### src/rtl/snc_pkg.sv
// Package for the symbol name cache: sizes, count limits, the entry word,
// the controller states and the command and status structs.
// Depends on nothing; the controller, datapath, top level and testbench import it.
package snc_pkg;

   localparam int ENTRIES    = 50;
   localparam int KEY_BITS   = 16;
   localparam int NAME_BITS  = 32;
   localparam int COUNT_BITS = 15;
   localparam int SLOT_BITS  = 6;
   localparam int IDX_BITS   = (ENTRIES > 1) ? $clog2(ENTRIES) : 1;

   localparam logic [IDX_BITS-1:0]   LAST_IDX    = IDX_BITS'(ENTRIES - 1);
   localparam logic [COUNT_BITS-1:0] COUNT_CEIL  = COUNT_BITS'(30000);
   localparam logic [COUNT_BITS-1:0] COUNT_FLOOR = COUNT_BITS'(10000);
   localparam logic [COUNT_BITS-1:0] COUNT_FIRST = COUNT_BITS'(1);

   typedef struct packed {
      logic [KEY_BITS-1:0]   key;
      logic [NAME_BITS-1:0]  name;
      logic [COUNT_BITS-1:0] count;
   } entry_type;

   typedef enum logic [1:0] {
      ST_IDLE,
      ST_SCAN,
      ST_FINISH
   } state_type;

   typedef struct packed {
      logic load;
      logic scan;
      logic finish;
   } ctl_cmd_type;

   typedef struct packed {
      logic hit_found;
      logic scan_done;
   } dp_status_type;

endpackage

### src/rtl/snc_ctrl.sv
// Controller of the symbol name cache: accepts a request word, runs the
// entry scan for a present symbol and triggers the update and result. Depends on snc_pkg.
module snc_ctrl (
   input  logic                  clock,
   input  logic                  reset,
   input  logic                  start,
   input  logic                  present,
   input  snc_pkg::dp_status_type status,
   output snc_pkg::ctl_cmd_type  cmd,
   output logic                  busy
);
   import snc_pkg::*;

   state_type state_ff, state_in;

   always_ff @(posedge clock) begin
      if (reset) begin
         state_ff <= ST_IDLE;
      end else begin
         state_ff <= state_in;
      end
   end

   always_comb begin
      state_in = state_ff;
      cmd      = '0;
      busy     = 1'b1;
      unique case (state_ff)
         ST_IDLE: begin
            busy = 1'b0;
            if (start) begin
               cmd.load = 1'b1;
               state_in = present ? ST_SCAN : ST_FINISH;
            end
         end
         ST_SCAN: begin
            cmd.scan = 1'b1;
            if (status.hit_found || status.scan_done) begin
               state_in = ST_FINISH;
            end
         end
         ST_FINISH: begin
            cmd.finish = 1'b1;
            state_in   = ST_IDLE;
         end
         default: begin
            state_in = ST_IDLE;
         end
      endcase
   end

endmodule

### src/rtl/snc_datapath.sv
// Datapath of the symbol name cache: entry memory, valid bits, the scan
// pipeline with match and smallest-count search, and the result register.
// Depends on snc_pkg.
module snc_datapath (
   input  logic                          clock,
   input  logic                          reset,
   input  snc_pkg::ctl_cmd_type          cmd,
   output snc_pkg::dp_status_type        status,
   input  logic                          req_op,
   input  logic                          req_symbol_present,
   input  logic [15:0]                   req_symbol_key,
   input  logic [31:0]                   req_name_in,
   output logic                          rsp_valid,
   output logic                          rsp_null_symbol,
   output logic                          rsp_hit,
   output logic                          rsp_filled,
   output logic [5:0]                    rsp_slot,
   output logic [31:0]                   rsp_name_out
);
   import snc_pkg::*;

   entry_type mem [ENTRIES];
   entry_type rdata_ff;
   entry_type wr_data;

   logic [ENTRIES-1:0]    valid_ff;
   logic                  op_ff;
   logic                  present_ff;
   logic [KEY_BITS-1:0]   key_ff;
   logic [NAME_BITS-1:0]  name_ff;

   logic [IDX_BITS-1:0]   rd_idx_ff, rd_idx_in;
   logic                  rd_done_ff, rd_done_in;
   logic [IDX_BITS-1:0]   cmp_idx_ff, cmp_idx_in;
   logic                  cmp_vld_ff, cmp_vld_in;
   logic                  hit_ff, hit_in;
   logic [IDX_BITS-1:0]   hit_slot_ff, hit_slot_in;
   logic [NAME_BITS-1:0]  hit_name_ff, hit_name_in;
   logic [COUNT_BITS-1:0] hit_cnt_ff, hit_cnt_in;
   logic [COUNT_BITS-1:0] best_ff, best_in;
   logic [IDX_BITS-1:0]   victim_ff, victim_in;

   logic                  issue;
   logic                  cmp_entry_valid;
   logic                  match;
   logic [COUNT_BITS-1:0] eff_count;
   logic [COUNT_BITS-1:0] cnt_inc;
   logic [COUNT_BITS-1:0] cnt_new;
   logic                  wr_en;
   logic [IDX_BITS-1:0]   wr_idx;

   assign issue           = cmd.scan && !rd_done_ff;
   assign cmp_entry_valid = valid_ff[cmp_idx_ff];
   assign match           = cmp_vld_ff && cmp_entry_valid && (rdata_ff.key == key_ff);
   assign eff_count       = cmp_entry_valid ? rdata_ff.count : '0;

   assign status.hit_found = cmd.scan && match;
   assign status.scan_done = cmd.scan && cmp_vld_ff && (cmp_idx_ff == LAST_IDX);

   assign cnt_inc = hit_cnt_ff + COUNT_FIRST;
   assign cnt_new = (cnt_inc >= COUNT_CEIL) ? COUNT_FLOOR : cnt_inc;

   assign wr_en  = cmd.finish && present_ff && (hit_ff || !op_ff);
   assign wr_idx = hit_ff ? hit_slot_ff : victim_ff;

   always_comb begin
      if (hit_ff) begin
         wr_data = '{key: key_ff, name: hit_name_ff, count: cnt_new};
      end else begin
         wr_data = '{key: key_ff, name: name_ff, count: COUNT_FIRST};
      end
   end

   always_comb begin
      rd_idx_in   = rd_idx_ff;
      rd_done_in  = rd_done_ff;
      cmp_idx_in  = cmp_idx_ff;
      cmp_vld_in  = cmp_vld_ff;
      hit_in      = hit_ff;
      hit_slot_in = hit_slot_ff;
      hit_name_in = hit_name_ff;
      hit_cnt_in  = hit_cnt_ff;
      best_in     = best_ff;
      victim_in   = victim_ff;
      if (cmd.load) begin
         rd_idx_in  = '0;
         rd_done_in = 1'b0;
         cmp_vld_in = 1'b0;
         hit_in     = 1'b0;
         best_in    = COUNT_CEIL;
         victim_in  = '0;
      end else if (cmd.scan) begin
         cmp_vld_in = issue;
         cmp_idx_in = rd_idx_ff;
         if (issue) begin
            if (rd_idx_ff == LAST_IDX) begin
               rd_done_in = 1'b1;
            end else begin
               rd_idx_in = rd_idx_ff + 1'b1;
            end
         end
         if (match) begin
            hit_in      = 1'b1;
            hit_slot_in = cmp_idx_ff;
            hit_name_in = rdata_ff.name;
            hit_cnt_in  = rdata_ff.count;
         end else if (cmp_vld_ff && (eff_count < best_ff)) begin
            best_in   = eff_count;
            victim_in = cmp_idx_ff;
         end
      end
   end

   always_ff @(posedge clock) begin
      if (issue) begin
         rdata_ff <= mem[rd_idx_ff];
      end
      if (wr_en) begin
         mem[wr_idx] <= wr_data;
      end
   end

   always_ff @(posedge clock) begin
      rd_idx_ff   <= rd_idx_in;
      rd_done_ff  <= rd_done_in;
      cmp_idx_ff  <= cmp_idx_in;
      cmp_vld_ff  <= cmp_vld_in;
      hit_ff      <= hit_in;
      hit_slot_ff <= hit_slot_in;
      hit_name_ff <= hit_name_in;
      hit_cnt_ff  <= hit_cnt_in;
      best_ff     <= best_in;
      victim_ff   <= victim_in;
      if (cmd.load) begin
         op_ff      <= req_op;
         present_ff <= req_symbol_present;
         key_ff     <= KEY_BITS'(req_symbol_key);
         name_ff    <= req_name_in;
      end
   end

   always_ff @(posedge clock) begin
      if (reset) begin
         valid_ff  <= '0;
         rsp_valid <= 1'b0;
      end else begin
         rsp_valid <= cmd.finish;
         if (wr_en && !hit_ff) begin
            valid_ff[victim_ff] <= 1'b1;
         end
      end
   end

   always_ff @(posedge clock) begin
      if (cmd.finish) begin
         rsp_null_symbol <= 1'b0;
         rsp_hit         <= 1'b0;
         rsp_filled      <= 1'b0;
         rsp_slot        <= '0;
         rsp_name_out    <= '0;
         if (!present_ff) begin
            rsp_null_symbol <= 1'b1;
         end else if (hit_ff) begin
            rsp_hit      <= 1'b1;
            rsp_slot     <= SLOT_BITS'(hit_slot_ff);
            rsp_name_out <= hit_name_ff;
         end else begin
            rsp_name_out <= name_ff;
            if (!op_ff) begin
               rsp_filled <= 1'b1;
               rsp_slot   <= SLOT_BITS'(victim_ff);
            end
         end
      end
   end

endmodule

### src/rtl/symbol_name_cache_lfu.sv
// Top level of the symbol name cache with least-frequently-used replacement.
// Joins the controller and the datapath. Depends on snc_pkg, snc_ctrl and
// snc_datapath.
//
// A request word is accepted at a rising edge where start is high and busy
// is low. The cache reads its entries one per cycle from a single-port
// entry memory, comparing keys and tracking the first smallest use count as
// the data arrives. A hit stops the scan at the matching entry; a miss reads
// all entries. The finish state then writes the entry on a hit or a fill and
// loads the result register, and the result word is shown for one cycle with
// rsp_valid high. A null symbol skips the scan and goes straight to the
// finish state. busy drops in the cycle the strobe is shown, so a new
// request can be accepted at the end of that cycle, and not before.
// The receiver cannot stall; each result is taken in its strobe cycle.
// Reset clears the controller, the result strobe and all entry valid bits,
// so the cache starts empty with no clearing pass.
module symbol_name_cache_lfu (
   input  logic        clock,
   input  logic        reset,
   input  logic        start,
   output logic        busy,
   input  logic        req_op,
   input  logic        req_symbol_present,
   input  logic [15:0] req_symbol_key,
   input  logic [31:0] req_name_in,
   output logic        rsp_valid,
   output logic        rsp_null_symbol,
   output logic        rsp_hit,
   output logic        rsp_filled,
   output logic [5:0]  rsp_slot,
   output logic [31:0] rsp_name_out
);
   import snc_pkg::*;

   ctl_cmd_type   cmd;
   dp_status_type status;

   snc_ctrl u_ctrl (
      .clock   (clock),
      .reset   (reset),
      .start   (start),
      .present (req_symbol_present),
      .status  (status),
      .cmd     (cmd),
      .busy    (busy)
   );

   snc_datapath u_datapath (
      .clock              (clock),
      .reset              (reset),
      .cmd                (cmd),
      .status             (status),
      .req_op             (req_op),
      .req_symbol_present (req_symbol_present),
      .req_symbol_key     (req_symbol_key),
      .req_name_in        (req_name_in),
      .rsp_valid          (rsp_valid),
      .rsp_null_symbol    (rsp_null_symbol),
      .rsp_hit            (rsp_hit),
      .rsp_filled         (rsp_filled),
      .rsp_slot           (rsp_slot),
      .rsp_name_out       (rsp_name_out)
   );

endmodule

### config.mk
export PLATFORM = sky130hd
export DESIGN_NAME = symbol_name_cache_lfu
export DESIGN_NICKNAME = d
export VERILOG_FILES = /design/src/rtl/snc_pkg.sv /design/src/rtl/snc_ctrl.sv /design/src/rtl/snc_datapath.sv /design/src/rtl/symbol_name_cache_lfu.sv
export SDC_FILE = /design/constraint.sdc
export NUM_CORES = 2
export LEC_CHECK = 0
export BUFFER_PORTS_ARGS = -buffer_cell sky130_fd_sc_hd__buf_2
export CORE_AREA = 2 2 460 462
export CTS_CLUSTER_DIAMETER = 150
export DETAILED_ROUTE_END_ITERATION = 8
export DIE_AREA = 0 0 462 464
export PLACE_DENSITY = 0.82
export SLEW_MARGIN = 0
export SYNTH_ARGS = -nofsm -noshare
export SYNTH_HDL_FRONTEND = slang
export SYNTH_SLANG_ARGS = --single-unit
### constraint.sdc
create_clock -name clock -period 6.4 [get_ports clock]
set_input_delay 0.64 -clock clock [delete_from_list [all_inputs] [get_ports clock]]
set_output_delay 0.64 -clock clock [all_outputs]
set_load 0.01 [all_outputs]
Word level (Yosys, flattened, before mapping)
Memory sizes are Yosys's and may differ from the RTL's. A register that Yosys moved wholly into a read port is not among the register bits.
Index checks and enable logic that the tools add are counted.
W data, S select, Z words.

word-level totals
  register bits = 233
  bits in latches = 0
  RAM bits = 3150
  bits in read-only memories = 0
  output and inout port bits = 43
  word-level logic and storage cells = 92
  memories = 1

memory list
  name            words  bits a word  rd ports  clocked after Yosys merged registers in  write ports  line                text
  u_datapath.mem  50     63           1         1                                        1            snc_datapath.sv:22  entry_type mem [ENTRIES];

operators by class
  add/sub/neg operators = 2
  $mul = 0
  divide/modulo/power cells = 0
  magnitude comparators = 5
  equal/unequal tests = 7
  shifts and indexed selects = 0
  mux-type cells = 25
  bitwise operators = 5
  reduce and logical (&&, ||, !) cells = 25

operator list
  cell                     number
  $or A50 B50 Y50          1
  $mux W47                 1
  $mux W32                 1
  $mux W15                 2
  $mux W6                  3
  $eq A16 B16 Y1           1
  $add A15 B1 Y15 const B  1
  $ge A15 B15 Y1 const B   1
  $lt A15 B15 Y1           1
  $lt A6 B7 Y1 const B     2
  $eq A6 B6 Y1 const B     2
  $mux W1                  12
  $reduce_and A3 Y1        4
  $logic_and A1 B1 Y1      11
  $add A6 B1 Y6 const B    1
  $bmux W1 S6              1
  $demux W1 S6             1
  $ge A6 B1 Y1 const B     1
  $mux W2                  3
  $reduce_and A2 Y1        3
  $not A1 Y1               4
  $pmux W2 S2              1
  $logic_not A1 Y1         3
  $eq A2 B1 Y1 const B     1
  other kinds (6)          7

Logic depth before layout (Yosys ltp)
  depth after elaboration = 8
  mapped depth = 17

Cells and area by module
From an unflattened synthesis, not the netlist that was laid out.

unflattened totals
  cells, all modules = 5428
  area, all modules = 131165.8 sq um

by module, submodules not included
  module        instances  cells an instance  area an instance (sq um)  sequential area each (sq um)
  snc_datapath  1          5415               131039.4                  102608.4
  snc_ctrl      1          13                 126.4                     40.0

Least setup slack after synthesis
Ideal clock, no wire load.

  path type = flip-flop to flip-flop
  from = reg u_ctrl.state_ff[1]
  to = mem u_datapath.mem[17][0] (netlist name), enable pin
  setup time = 485 ps
  arrival time = 5004 ps
  required time = 5915 ps
  setup slack = 911 ps
  stages on the path, launching flop included = 7
  buffers on the path = 1
  cell sequence = dfxtp_1 -> nor2b_1 -> clkbuf_1 -> nand2_1 -> nor2_1 -> nand2_1 -> nor2_1

RTL lines
  what                    line                text
  start, declared         snc_ctrl.sv:14      state_type state_ff, state_in;
  start signal, assigned  snc_ctrl.sv:20      state_ff <= state_in;
  end, declared           snc_datapath.sv:22

Final worst setup path
  from = reg u_datapath.cmp_idx_ff[0]
  to = reg u_datapath.victim_ff[2]

on the way
  cells in the longest elaborated chain, start to end = 6
  elaborated cells on any way between the ends = 9

RTL lines
  what                           line                 text
  start, declared                snc_datapath.sv:34   logic [IDX_BITS-1:0] cmp_idx_ff, cmp_idx_in;
  start signal, assigned         snc_datapath.sv:126  cmp_idx_ff <= cmp_idx_in;
  $bmux W1 S6                    snc_datapath.sv:53   assign cmp_entry_valid = valid_ff[cmp_idx_ff];
  $mux W1 (implied by the code)  snc_datapath.sv:53
  $mux W15                       snc_datapath.sv:55   assign eff_count = cmp_entry_valid ? rdata_ff.count : '0;
  net u_datapath.eff_count[12]   snc_datapath.sv:46   logic [COUNT_BITS-1:0] eff_count;
  $lt A15 B15 Y1                 snc_datapath.sv:107  end else if (cmp_vld_ff && (eff_count < best_ff)) begin
  $logic_and A1 B1 Y1            snc_datapath.sv:107
  $reduce_and A3 Y1 (no line)    -
  end signal, assigned           snc_datapath.sv:133  victim_ff <= victim_in;
  end, declared                  snc_datapath.sv:41   logic [IDX_BITS-1:0] victim_ff, victim_in;

The timed path passes the listed nets, and every way through them passes these cells. The select of a mux whose other input is x is not followed.
A chain may end at the register's enable or synchronous reset.

==> run_results.csv <==
group,metric,value,unit
job,maxCapViolCount,0,
grt,grt_util_met1,0.480,
clock_tree,cts_setup_buffers,0,
pwr,total_power,48.5,mW
synth,syn_area,131000,um^2
synth,synthFlopType,"edfxtp_1",
floorplan,start_util,0.627,
worst_setup_path,reg2reg_setup_slack,0.82,ns
timing,rsz0062_at_grt,"false",
synth,ys_ff_latch,3446,
timing,finalMaxSlewViolations,0,
cells_and_area,drive_gt1_frac,0.297,
synth,synth_edf_count,3363,
synth,async_reset_ff_frac,0,
min_path,hp-class,"input port to flop",
drt,drtIter0Drc,13400,
worst_setup_path,r2r_end,"u_datapath.victim_ff[2]$_SDFFE_PP0P_",
grt,antenna_found_initial,10,
timing,min_period,5.58,ns
drt,via_per_inst,7.63,
clock_tree,root_buffer,"clkbuf_16",
worst_setup_path,worstPathCellList,"mux2i_1 > o221ai_1 > a221oi_1 > nor4_4 > buf_4 > and2_1 > ha_1 > nand3_1 > nor4_1 > nand4_1 > o41ai_1 > a21o_1 > buf_4 > mux2i_1 > nor2_1",
clock_tree,cts_max_level,5,
worst_setup_path,path_buf_inv,2,
grt,grt_busiest_layer,"met2",
worst_setup_path,crit_required,7.16,ns
synth,synth_nets,5633,
worst_setup_path,cpMaxStageDelayCell,"nor4_4",
timing,fmax,179,MHz
timing,timing.slew.headroom,0.151,
drt,drt_first_pass_iters,9,
clock_tree,path_clk_slew,0.06,ns
worst_setup_path,worstSetupEndpointType,"flop",
cells_and_area,multiInputGateArea,27700,um^2
floorplan,coreArea,209000,um^2
drt,wl_per_cell,42.8,um
cells_and_area,area.sequential,103000,um^2
synth,synth_top_area_cell,"edfxtp_1",
timing,tightest_slew,1.27,ns
worst_setup_path,r2r_start,"u_datapath.cmp_idx_ff[0]$_DFFE_PP_",
worst_setup_path,critPathKind,"flop to flop",
clock_tree,holdBufCountCts,49,
placement,placed_cells,8319,
timing,finalSetupViolations,0,
timing,worst_clock_skew,0.0973,ns
pwr,vdd_drop_max,0.385,mV
cells_and_area,nNetsFinal,5972,
worst_setup_path,crit_fanout,18,
min_path,whs_path_depth,1,
outcome,status,"finished, final reports clean",
placement,dp_hpwl,161000,um
synth,synthCells,5563,
min_path,min_to,"u_datapath.key_ff[4]$_DFFE_PP_",
timing,setup_tns,0,ns
min_path,hp-start,"req_symbol_key[4]",
grt,grt_pass1_vias,68300,
synth,yosysWarnings,0,
grt,gr-total-overflow,0,
synth,synth_common_cells,"3363 x edfxtp_1, 975 x mux4_2, 167 x clkbuf_1",
clock_tree,cts_tree,"done",
synth,syn_area_per_cell,23.6,um^2
clock_tree,clockBufferDepth,4,
placement,gp_congestion,0.838,
grt,grt_pass1_wl,532000,um
worst_setup_path,cp_top_family,"simple AND/OR/NAND/NOR gates",
worst_setup_path,cp-start-kind,"flop",
floorplan,ios,96,
cells_and_area,fillCellCount,11000,
floorplan,die_h,464,um
clock_tree,clock_latency,0.98,ns
pwr,powerDensity,330,nW/um^2
worst_setup_path,crit_cells,15,
synth,synth_top_area_share,0.770,
floorplan,rows,168,
synth,ys_types,60,
drt,ant_nets,0,
cells_and_area,syn2layout_area_growth,12.1,%
drt,wl,383000,um
drt,dr_total_vias,68300,
grt,gr-usage-all-layers,0.362,
floorplan,die_area,214000,um^2
floorplan,dieWidth,462,um
cells_and_area,layoutNonFillerInstCount,8953,
synth,synth.most_common_cell,"edfxtp_1",
worst_setup_path,ff2ff_path_depth,15,
synth,post_synth_main_area_contributors,"edfxtp_1 77%, mux4_2 17%, dfxtp_1 1.3%",
clock_tree,cts.sinks,3446,
timing,period_share,0.871,
drt,drc,0,
placement,place.port_buffers,95,
worst_setup_path,cp_data_arrival_time,6.34,ns
grt,grt_max_degree,150,
worst_setup_path,max_stage_delay,1.02,ns
grt,globalRouteMet3Util,0.101,
pwr,p_leak,45.1,nW
grt,grt.met2_usage,0.557,
synth,yosysSeqAreaShare,0.782,
clock_tree,cts_resized,0,
timing,hold_violations,0,
clock_tree,cts_buffers,337,
==> cells by family (layout without fill, tap and decap cells) <==
kind of cell             after synthesis  in the layout  share of synthesized area
multiplexers                        1091           1091                      0.177
buffers and inverters                317            896                     0.0101
other                                  0              6                          0
AND/OR/NAND/NOR                      452            452                     0.0161
adder cells (fa/ha/maj)               17             17                    0.00162
AO/OA/AOI/OAI                        207            207                     0.0105
flip-flops                          3446           3446                      0.782
XOR/XNOR                              33             33                    0.00220
==> worst register-to-register path: stages (launching register included) <==
cell and delay, ns:
edfxtp_1 0.96, mux2i_1 0.19, o221ai_1 0.31, a221oi_1 0.21, nor4_4 1.02, buf_4 0.30
and2_1 0.17, ha_1 0.14, nand3_1 0.11, nor4_1 0.43, nand4_1 0.16, o41ai_1 0.11
a21o_1 0.62, buf_4 0.33, mux2i_1 0.29, nor2_1 0.09
==> sequential cells by signal (all words and copies together), names as in the netlist, 2 cells and up <==
name,cells
u_ctrl.state_ff,2
u_datapath.best_ff,15
u_datapath.cmp_idx_ff,6
u_datapath.hit_cnt_ff,15
u_datapath.hit_name_ff,32
u_datapath.hit_slot_ff,6
u_datapath.key_ff,16
u_datapath.mem,3150
u_datapath.name_ff,32
u_datapath.rd_idx_ff,6
u_datapath.rdata_ff,63
u_datapath.rsp_name_out,32
u_datapath.rsp_slot,6
u_datapath.valid_ff,50
u_datapath.victim_ff,6
==> stage by stage <==
stage          hold WS [ns]  instance area (um^2)  setup WS [ns]   util
2_1_floorplan         0.400                131000          0.911      -
3_3_place_gp          0.401                136000           1.09  0.651
3_5_place_dp          0.405                136000           1.09  0.651
4_1_cts              0.0164                147000           1.04  0.703
5_1_grt              0.0760                147000          0.630  0.703
6_report             0.0878                147000          0.825  0.703
==> layout make-up <==
type,count,area share
clock buffers,421,0.0608
well taps,2805,0.0239
diodes,6,0.000102
flip-flops and latches,3446,0.698
clock inverters,158,0.00989
inverters,26,0.000672
multi-input cells,1800,0.188
repair buffers,291,0.0183
==> cell usage in the layout, fill, tap and decap left out, types with 16 or more instances in the layout <==
master / Yosys / routed
mux2i_1: 16 / 16
clkinv_2: 0 / 44
buf_12: 0 / 50
mux4_2: 975 / 975
a21oi_1: 53 / 52
inv_1: 25 / 25
ha_1: 17 / 17
nor2b_1: 47 / 46
mux2_2: 95 / 95
clkinv_1: 1 / 72
dlygate4sd3_1: 0 / 49
bufinv_16: 0 / 28
edfxtp_1: 3363 / 3363
clkbuf_16: 0 / 344
nor2_4: 0 / 52
buf_4: 6 / 97
buf_2: 85 / 95
clkbuf_1: 167 / 72
nand3_1: 19 / 19
a31oi_1: 49 / 48
xor2_1: 18 / 18
a211oi_1: 44 / 44
dfxtp_1: 83 / 76
nand2_1: 120 / 120
and2_1: 48 / 48
nor2_1: 160 / 101
==> worst max-delay path by stage <==
stage | slack (ns) | endpoint | startpoint
final | 0.82 | u_datapath.victim_ff[2]$_SDFFE_PP0P_ | u_datapath.cmp_idx_ff[0]$_DFFE_PP_
after global routing | 0.63 | u_datapath.victim_ff[2]$_SDFFE_PP0P_ | u_datapath.cmp_idx_ff[0]$_DFFE_PP_
after CTS | 1.04 | u_datapath.victim_ff[2]$_SDFFE_PP0P_ | u_datapath.cmp_idx_ff[0]$_DFFE_PP_
after detailed placement | 1.09 | u_datapath.victim_ff[3]$_SDFFE_PP0P_ | u_datapath.cmp_idx_ff[0]$_DFFE_PP_
after global placement | 1.09 | u_datapath.victim_ff[0]$_SDFFE_PP0P_ | u_datapath.cmp_idx_ff[0]$_DFFE_PP_
after floorplan | 0.91 | u_datapath.mem[17][0]$_DFFE_PP_ | u_ctrl.state_ff[1]$_SDFFE_PP0P_
==> layer usage <==
layer | part of all wire | routed length (um) | up-vias
li1 | - | - | 24300
met1 | 0.32 | 122000 | 35100
met2 | 0.47 | 181000 | 7280
met3 | 0.15 | 55800 | 1557
met4 | 0.063 | 24100 | 10
met5 | 0.00038 | 147 | -
==> where the power goes <==
part / internal (mW) / switching [mW] / total (mW)
combinational: 1.90 / 2.07 / 3.98
clock: 11.0 / 8.56 / 19.6
sequential: 24.9 / 0.112 / 25.0
Note: power is estimated with default switching activity, not from simulation.
